## src/sv/sship_pkg.sv

```systemverilog
// Shared types and constants for the SSH identification line parser.
`timescale 1ns / 1ps
`default_nettype none

package sship_pkg;

  localparam int FW         = 11;    // width of the offset and length result fields
  localparam int FIELD_MAX  = 2047;  // offsets and lengths saturate here
  localparam int MIN_LEN    = 9;
  localparam int PREFIX_LEN = 4;
  localparam int MATCH_LEN  = 7;

  localparam logic [7:0] CH_CR    = 8'h0d;
  localparam logic [7:0] CH_LF    = 8'h0a;
  localparam logic [7:0] CH_DASH  = 8'h2d;
  localparam logic [7:0] CH_SPACE = 8'h20;

  // Result item; the first member below sits in the highest bits, so is_ssh lands in bit 0.
  typedef struct packed {
    logic [3:0]    pad;
    logic          overflow;
    logic          server_flag;
    logic [FW-1:0] soft_length;
    logic [FW-1:0] soft_start;
    logic [FW-1:0] proto_length;
    logic          is_ssh;
  } sship_result_t;

  // Characters of the "SSH-" prefix.
  function automatic logic [7:0] prefix_char(input logic [1:0] idx);
    logic [7:0] c;
    case (idx)
      2'd0:    c = 8'h53;
      2'd1:    c = 8'h53;
      2'd2:    c = 8'h48;
      default: c = 8'h2d;
    endcase
    return c;
  endfunction

  // Characters of the server banner text that sets server_flag.
  function automatic logic [7:0] match_char(input logic [2:0] idx);
    logic [7:0] c;
    case (idx)
      3'd0:    c = 8'h4f;
      3'd1:    c = 8'h70;
      3'd2:    c = 8'h65;
      3'd3:    c = 8'h6e;
      3'd4:    c = 8'h53;
      3'd5:    c = 8'h53;
      3'd6:    c = 8'h48;
      default: c = 8'h00;
    endcase
    return c;
  endfunction

endpackage

`default_nettype wire

```

## src/sv/ssh_ident_line_parser.sv

```systemverilog
// SSH identification line parser: byte-stream scanner with one verdict per payload.
`timescale 1ns / 1ps
`default_nettype none

// Takes one payload byte per cycle, sustained while the result register can take
// each verdict, with tlast on the final byte, and emits one verdict item per
// payload. Each byte is held in an input register, then a single pass of
// comparators and position registers updates the running scan; on the final
// byte the verdict is formed in the same pass and is registered into the result
// register. A stalled result register holds back the next final byte, and the
// input behind it, never the bytes before it. Positions are counted in a counter
// sized from MAX_BYTES; bytes beyond MAX_BYTES are dropped and the verdict then
// reports overflow only.
module ssh_ident_line_parser
  import sship_pkg::*;
#(
  parameter int MAX_BYTES = 2048
) (
  input  wire logic        clk,
  input  wire logic        rst_n,
  input  wire logic        in_tvalid,
  output logic             in_tready,
  input  wire logic [7:0]  in_tdata,   // [7:0] data_byte
  input  wire logic        in_tlast,   // final_byte
  output logic             out_tvalid,
  input  wire logic        out_tready,
  output logic [39:0]      out_tdata   // [0] is_ssh, [11:1] proto_length,
                                       // [22:12] soft_start, [33:23] soft_length,
                                       // [34] server_flag, [35] overflow, [39:36] zero
);

  localparam int PW = $clog2(MAX_BYTES + 1);
  localparam int XW = (PW > FW) ? PW : FW;

  // Input register.
  logic        s1_valid_r;
  logic [7:0]  s1_byte_r;
  logic        s1_last_r;

  // Scan state.
  logic [PW-1:0] pos_r, pos_nxt;
  logic          prefix_ok_r, prefix_ok_nxt;
  logic          prev_cr_r, prev_cr_nxt;
  logic [PW-1:0] crlf_pos_r, crlf_pos_nxt;
  logic          crlf_seen_r, crlf_seen_nxt;
  logic [PW-1:0] lf_pos_r, lf_pos_nxt;
  logic          lf_seen_r, lf_seen_nxt;
  logic [PW-1:0] dash_pos_r, dash_pos_nxt;
  logic          dash_seen_r, dash_seen_nxt;
  logic [PW-1:0] space_pos_r, space_pos_nxt;
  logic          space_seen_r, space_seen_nxt;
  logic [2:0]    match_prog_r, match_prog_nxt;
  logic [PW-1:0] match_end_r, match_end_nxt;
  logic          match_seen_r, match_seen_nxt;
  logic          ovf_r, ovf_nxt;

  // Result register.
  logic          out_valid_r;
  sship_result_t out_r, res_nxt;

  logic out_free, s1_fire, take;
  logic [2:0] k_cur, k_new;

  logic [XW-1:0] x_len, x_line_end, x_dash, x_space, x_soft_end, x_match_end;
  logic [XW-1:0] x_proto, x_start, x_soft_len;
  logic          line_ok;

  assign out_free  = !out_valid_r || out_tready;
  assign s1_fire   = s1_valid_r && (!s1_last_r || out_free);
  assign in_tready = !s1_valid_r || s1_fire;

  assign out_tvalid = out_valid_r;
  assign out_tdata  = out_r;

  // Per-byte scan update.
  always_comb begin
    pos_nxt        = pos_r;
    prefix_ok_nxt  = prefix_ok_r;
    prev_cr_nxt    = prev_cr_r;
    crlf_pos_nxt   = crlf_pos_r;
    crlf_seen_nxt  = crlf_seen_r;
    lf_pos_nxt     = lf_pos_r;
    lf_seen_nxt    = lf_seen_r;
    dash_pos_nxt   = dash_pos_r;
    dash_seen_nxt  = dash_seen_r;
    space_pos_nxt  = space_pos_r;
    space_seen_nxt = space_seen_r;
    match_prog_nxt = match_prog_r;
    match_end_nxt  = match_end_r;
    match_seen_nxt = match_seen_r;

    take    = pos_r < PW'(MAX_BYTES);
    ovf_nxt = ovf_r || !take;

    k_cur = (match_prog_r < 3'(MATCH_LEN)) ? match_prog_r : 3'd0;
    if (s1_byte_r == match_char(k_cur)) begin
      k_new = k_cur + 3'd1;
    end else begin
      k_new = (s1_byte_r == match_char(3'd0)) ? 3'd1 : 3'd0;
    end

    if (take) begin
      if (pos_r < PW'(PREFIX_LEN) && s1_byte_r != prefix_char(pos_r[1:0])) begin
        prefix_ok_nxt = 1'b0;
      end
      if (prev_cr_r && s1_byte_r == CH_LF && !crlf_seen_r) begin
        crlf_seen_nxt = 1'b1;
        crlf_pos_nxt  = pos_r - PW'(1);
      end
      prev_cr_nxt = (s1_byte_r == CH_CR);
      if (s1_byte_r == CH_LF && !lf_seen_r) begin
        lf_seen_nxt = 1'b1;
        lf_pos_nxt  = pos_r;
      end
      if (dash_seen_r && !space_seen_r && s1_byte_r == CH_SPACE) begin
        space_seen_nxt = 1'b1;
        space_pos_nxt  = pos_r;
      end
      if (!dash_seen_r && pos_r >= PW'(PREFIX_LEN) && s1_byte_r == CH_DASH) begin
        dash_seen_nxt = 1'b1;
        dash_pos_nxt  = pos_r;
      end
      if (!match_seen_r) begin
        if (k_new == 3'(MATCH_LEN)) begin
          match_seen_nxt = 1'b1;
          match_end_nxt  = pos_r + PW'(1);
          match_prog_nxt = 3'd0;
        end else begin
          match_prog_nxt = k_new;
        end
      end
      pos_nxt = pos_r + PW'(1);
    end
  end

  // Verdict, formed from the scan state including the final byte.
  always_comb begin
    x_len       = XW'(pos_nxt);
    x_dash      = XW'(dash_pos_nxt);
    x_space     = XW'(space_pos_nxt);
    x_match_end = XW'(match_end_nxt);
    if (crlf_seen_nxt) begin
      x_line_end = XW'(crlf_pos_nxt);
    end else if (lf_seen_nxt) begin
      x_line_end = XW'(lf_pos_nxt);
    end else begin
      x_line_end = x_len;
    end
    x_soft_end = (space_seen_nxt && x_space < x_line_end) ? x_space : x_line_end;
    x_proto    = x_dash - XW'(PREFIX_LEN);
    x_start    = x_dash + XW'(1);
    x_soft_len = x_soft_end - x_start;

    line_ok = x_len >= XW'(MIN_LEN) && prefix_ok_nxt && dash_seen_nxt &&
              x_dash < x_line_end;

    res_nxt = '0;
    if (ovf_nxt) begin
      res_nxt.overflow = 1'b1;
    end else if (line_ok) begin
      res_nxt.is_ssh       = 1'b1;
      res_nxt.proto_length = (x_proto > XW'(FIELD_MAX)) ? FW'(FIELD_MAX) : x_proto[FW-1:0];
      res_nxt.soft_start   = (x_start > XW'(FIELD_MAX)) ? FW'(FIELD_MAX) : x_start[FW-1:0];
      res_nxt.soft_length  = (x_soft_len > XW'(FIELD_MAX)) ? FW'(FIELD_MAX)
                                                           : x_soft_len[FW-1:0];
      res_nxt.server_flag  = match_seen_nxt && x_match_end <= x_line_end;
    end
  end

  // Control and scan state.
  always_ff @(posedge clk) begin
    if (!rst_n) begin
      s1_valid_r   <= 1'b0;
      out_valid_r  <= 1'b0;
      pos_r        <= '0;
      prefix_ok_r  <= 1'b1;
      prev_cr_r    <= 1'b0;
      crlf_pos_r   <= '0;
      crlf_seen_r  <= 1'b0;
      lf_pos_r     <= '0;
      lf_seen_r    <= 1'b0;
      dash_pos_r   <= '0;
      dash_seen_r  <= 1'b0;
      space_pos_r  <= '0;
      space_seen_r <= 1'b0;
      match_prog_r <= '0;
      match_end_r  <= '0;
      match_seen_r <= 1'b0;
      ovf_r        <= 1'b0;
    end else begin
      if (in_tready) begin
        s1_valid_r <= in_tvalid;
      end
      if (s1_fire && s1_last_r) begin
        out_valid_r <= 1'b1;
      end else if (out_tready) begin
        out_valid_r <= 1'b0;
      end

      if (s1_fire) begin
        if (s1_last_r) begin
          // The verdict is out; start clean for the next payload.
          pos_r        <= '0;
          prefix_ok_r  <= 1'b1;
          prev_cr_r    <= 1'b0;
          crlf_pos_r   <= '0;
          crlf_seen_r  <= 1'b0;
          lf_pos_r     <= '0;
          lf_seen_r    <= 1'b0;
          dash_pos_r   <= '0;
          dash_seen_r  <= 1'b0;
          space_pos_r  <= '0;
          space_seen_r <= 1'b0;
          match_prog_r <= '0;
          match_end_r  <= '0;
          match_seen_r <= 1'b0;
          ovf_r        <= 1'b0;
        end else begin
          pos_r        <= pos_nxt;
          prefix_ok_r  <= prefix_ok_nxt;
          prev_cr_r    <= prev_cr_nxt;
          crlf_pos_r   <= crlf_pos_nxt;
          crlf_seen_r  <= crlf_seen_nxt;
          lf_pos_r     <= lf_pos_nxt;
          lf_seen_r    <= lf_seen_nxt;
          dash_pos_r   <= dash_pos_nxt;
          dash_seen_r  <= dash_seen_nxt;
          space_pos_r  <= space_pos_nxt;
          space_seen_r <= space_seen_nxt;
          match_prog_r <= match_prog_nxt;
          match_end_r  <= match_end_nxt;
          match_seen_r <= match_seen_nxt;
          ovf_r        <= ovf_nxt;
        end
      end
    end
  end

  // Payload registers.
  always_ff @(posedge clk) begin
    if (in_tready && in_tvalid) begin
      s1_byte_r <= in_tdata;
      s1_last_r <= in_tlast;
    end
    if (s1_fire && s1_last_r) begin
      out_r <= res_nxt;
    end
  end

  a_clean_after_verdict: assert property (@(posedge clk) disable iff (!rst_n)
    (s1_fire && s1_last_r) |=> (pos_r == '0 && !ovf_r && !dash_seen_r && prefix_ok_r))
    else $error("scan state not cleared after a verdict");

  a_pos_bounded: assert property (@(posedge clk) disable iff (!rst_n)
    pos_r <= PW'(MAX_BYTES))
    else $error("byte position beyond MAX_BYTES");

  a_ovf_only: assert property (@(posedge clk) disable iff (!rst_n)
    (out_valid_r && out_r.overflow) |-> (!out_r.is_ssh && !out_r.server_flag &&
                                         out_r.proto_length == '0))
    else $error("overflow verdict carries line fields");

  a_invalid_zero: assert property (@(posedge clk) disable iff (!rst_n)
    (out_valid_r && !out_r.is_ssh) |-> (out_r.soft_start == '0 && out_r.soft_length == '0 &&
                                        !out_r.server_flag))
    else $error("invalid verdict carries nonzero fields");

  a_space_after_dash: assert property (@(posedge clk) disable iff (!rst_n)
    space_seen_r |-> (dash_seen_r && space_pos_r > dash_pos_r))
    else $error("space recorded before the first dash");

endmodule

`default_nettype wire

```

## config.mk

```make
export PLATFORM = sky130hd
export DESIGN_NAME = ssh_ident_line_parser
export DESIGN_NICKNAME = d
export VERILOG_FILES = /design/src/sv/sship_pkg.sv /design/src/sv/ssh_ident_line_parser.sv
export SDC_FILE = /design/constraint.sdc
export NUM_CORES = 1
export LEC_CHECK = 0
export BUFFER_PORTS_ARGS = -buffer_cell sky130_fd_sc_hd__buf_2
export CAP_MARGIN = 20
export CORE_MARGIN = 8
export CORE_UTILIZATION = 45
export DETAILED_ROUTE_END_ITERATION = 16
export GPL_TIMING_DRIVEN = 0
export PLACE_DENSITY = 0.6
export SLEW_MARGIN = 20
export SYNTH_ARGS = -nofsm -noshare
export SYNTH_HDL_FRONTEND = slang
export SYNTH_SLANG_ARGS = --single-unit
```

## constraint.sdc

```tcl
create_clock -name clk -period 8.5 [get_ports clk]
set_clock_uncertainty 0.05 [all_clocks]
set_input_delay 1.275 -clock clk [delete_from_list [all_inputs] [get_ports clk]]
set_output_delay 1.275 -clock clk [all_outputs]
set_load 0.005 [all_outputs]
```

==> impl_metrics.csv <==
group,metric,value,unit
final_layout,n_antenna_cell,0,
cts,cts.path.max_buffers,2,
detailed_routing,wl_per_cell,19.6,um
placement,pre_cts_ws,876,ps
status,status,"complete, no violations",
die,die-area,24400,sq um
sta,fin_tns_setup,0,ps
die,core-area,19400,sq um
setup_path,worst_ep_arrival_time,8130,ps
die,initial_core_util,45.6,%
global_route,grt_pass1_wl,41300,um
yosys,yosysSeqAreaShare,34.5,%
sta,maxSlewHeadroom,29.9,%
final_layout,final_nets,1171,
sta,fin_hold_ws,406,ps
cts,cts_tree,"done",
cts,clockRootBuffer,"clkbuf_16",
detailed_routing,first_pass_iters,7,
cts,post_cts_buffers,0,
setup_path,worst_setup_path_end_kind,"flip-flop",
global_route,grt_pass1_vias,7357,
sta,hold_viol_final,0,
yosys,synth-edff-count,45,
power_and_ir_drop,p_leak,4.01,nW
sta,worst_slack,574,ps
global_route,grt-ovfl-total,0,
yosys,synth_area,8850,sq um
detailed_routing,ant_nets,0,
final_layout,area_delta_synth_final,13.6,%
run,drv_cap,0,
placement,portBuffers,50,
global_route,grt_max_degree,38,
final_layout,utilization,51.9,%
cts,cts.clk_slew.worst_paths,60,ps
yosys,synth.distinct_cells,78,
global_route,grt_usage,22.0,%
global_route,grt_antenna_before_repair,0,
die,ios,55,
setup_path,worstSetupPathType,"flip-flop to flip-flop",
detailed_routing,drc,0,
final_layout,fillers,1883,
yosys,synth-simple-area-share,21.3,%
yosys,synth_top_family_by_area,"simple AND/OR/NAND/NOR gates",
final_layout,layout_common_cells,"91 x nand2_1, 85 x dfxtp_1, 69 x nor2_1, 65 x o21ai_0, 61 x a21oi_1",
cts,cts_resized,0,
yosys,synthXorXnorAreaFrac,6.12,%
yosys,synth-async-reset-ratio,0,%
detailed_routing,wirelength,26900,um
placement,place_hpwl,20200,um
sta,timing.final.crit_share,93.2,%
sta,finalSetupViolations,0,
die,die_h,156,um
yosys,syn_area_per_cell,8.64,sq um
setup_path,crit_required,8700,ps
power_and_ir_drop,ir_drop,0.151,mV
setup_path,critPathLaunchType,"flip-flop",
yosys,synthTopCellsByArea,"dfxtp_1 19%, edfxtp_1 15%, ha_1 8.3%, nand2_1 3.9%, o21ai_0 3.7%",
sta,rsz0062_at_grt,"false",
die,rows,51,
worst_hold_path,hold_path_class,"flip-flop to flip-flop",
detailed_routing,vias_per_cell,5.73,
cts,htreeDepth,4,
sta,drv_slew,0,
cts,cts_buffers,17,
placement,place_congestion,0.906,
sta,finalCriticalPeriod,7930,ps
die,die_x,156,um
yosys,yosysWarnings,0,
yosys,ys_ff_latch,130,
setup_path,path_max_fanout,9,
yosys,synthMuxAreaShare,4.11,%
yosys,synth_compound_area_share,20.1,%
cts,hold_buffers,0,
sta,max_freq,126,MHz
cts,cts_sinks,130,
yosys,synth_top_area_share,19.2,%
yosys,synth_cells,1025,
yosys,yosysTopAreaCell,"dfxtp_1",
cts,clk_latency,420,ps
detailed_routing,drt_iter0_markers,825,
power_and_ir_drop,power.density,149,nW/um^2
final_layout,layout_commonest_cell,"nand2_1",
final_layout,drive_gt1_share,13.4,%
yosys,synth_flop_cell,"dfxtp_1",
detailed_routing,num_vias,7887,
sta,tightest_slew,1040,ps
yosys,synthAdderAreaFrac,8.57,%
-- layer usage --
layer	track usage [%]	up-vias	wire length, um
met5	0	-	0
met4	6.59	0	581
met3	3.67	49	1970
met2	36.9	294	12500
met1	28.5	3735	11900
li1	-	3809	-
-- Yosys cell counts (29+ instances only) --
| cell type | instances |
|---|---|
| mux2i_1 | 29 |
| a21oi_2 | 29 |
| edfxtp_1 | 45 |
| ha_1 | 59 |
| and2_1 | 29 |
| nor3_1 | 30 |
| a21oi_1 | 61 |
| o21ai_0 | 65 |
| nor2b_1 | 45 |
| nor2_1 | 69 |
| dfxtp_1 | 85 |
| inv_1 | 40 |
| clkbuf_1 | 54 |
| nand2_1 | 91 |
| xnor2_1 | 35 |
-- stage by stage --
| step | cell area, sq um | cells | total power [W] |
|---|---|---|---|
| after floorplan | 8860 | 1028 | 0.000719 |
| after global placement | 9450 | 1343 | 0.000747 |
| after detailed placement | 9450 | 1343 | 0.000747 |
| after CTS | 10100 | 1375 | 0.00151 |
| after global routing | 10100 | 1376 | 0.00154 |
| final | 10100 | 1376 | 0.00150 |
-- kinds of logic (layout without fill, tap and decap cells) --
group	Yosys count	count (layout)
AO/OA/AOI/OAI	269	269
XOR/XNOR	61	61
adder cells (fa/ha/maj)	60	60
buffers and inverters	111	194
flip-flops	130	130
multiplexers	34	34
other	1	4
AND/OR/NAND/NOR	359	359
-- registers in the layout, indices dropped and copies added (netlist names) --
signal	count
dash_pos_r	12
lf_pos_r	12
s1_valid_r	1
prev_cr_r	1
space_seen_r	1
crlf_seen_r	1
s1_last_r	1
lf_seen_r	1
match_seen_r	1
match_end_r	12
dash_seen_r	1
s1_byte_r	8
crlf_pos_r	12
space_pos_r	12
out_tvalid	1
pos_r	12
ovf_r	1
match_prog_r	3
prefix_ok_r	1
out_tdata	36
-- cell type report --
class / count / area, sq um / share of cell area [%]
Buffer: 70 / 317 / 3.15
Tap cell: 265 / 332 / 3.30
Sequential cell: 130 / 3050 / 30.3
Clock buffer: 17 / 425 / 4.23
Clock inverter: 15 / 178 / 1.77
Inverter: 41 / 154 / 1.53
Multi-Input combinational cell: 787 / 5350 / 53.1
Timing Repair Buffer: 51 / 255 / 2.54
-- critical path, cell delays in order, from the launching register on --
cell      delay, ps
edfxtp_1        510
nor4_1          930
nand4_1         420
nor2_1          700
nand2_1          90
o21ai_0         130
nor2_1           60
a21oi_1         690
ha_1            390
nand3_1          70
a21boi_0         80
nor4_1          460
nand2_1         390
mux2i_1         300
ha_1            200
inv_1            50
fa_1            400
a21o_1          180
a21o_1          200
a21o_1          180
a21oi_1         200
o21ai_0         200
or4b_2          640
a41oi_1         240
-- power breakdown --
part | switching (W) | internal [W] | total [W]
combinational | 0.0000539 | 0.0000278 | 0.0000816
clock | 0.000304 | 0.000464 | 0.000769
sequential | 0.00000456 | 0.000649 | 0.000653
total | 0.000363 | 0.00114 | 0.00150
-- final timing paths --
check	start	to	slack, ps	cells past startpoint
hold reg to reg	lf_pos_r[11]	lf_pos_r[11]	410	1
setup reg to reg	s1_byte_r[5]	out_tdata[33]	570	23
hold / removal	lf_pos_r[11]	lf_pos_r[11]	410	1
setup / recovery	s1_byte_r[5]	out_tdata[33]	570	23
(Power assumes the default switching activity.)
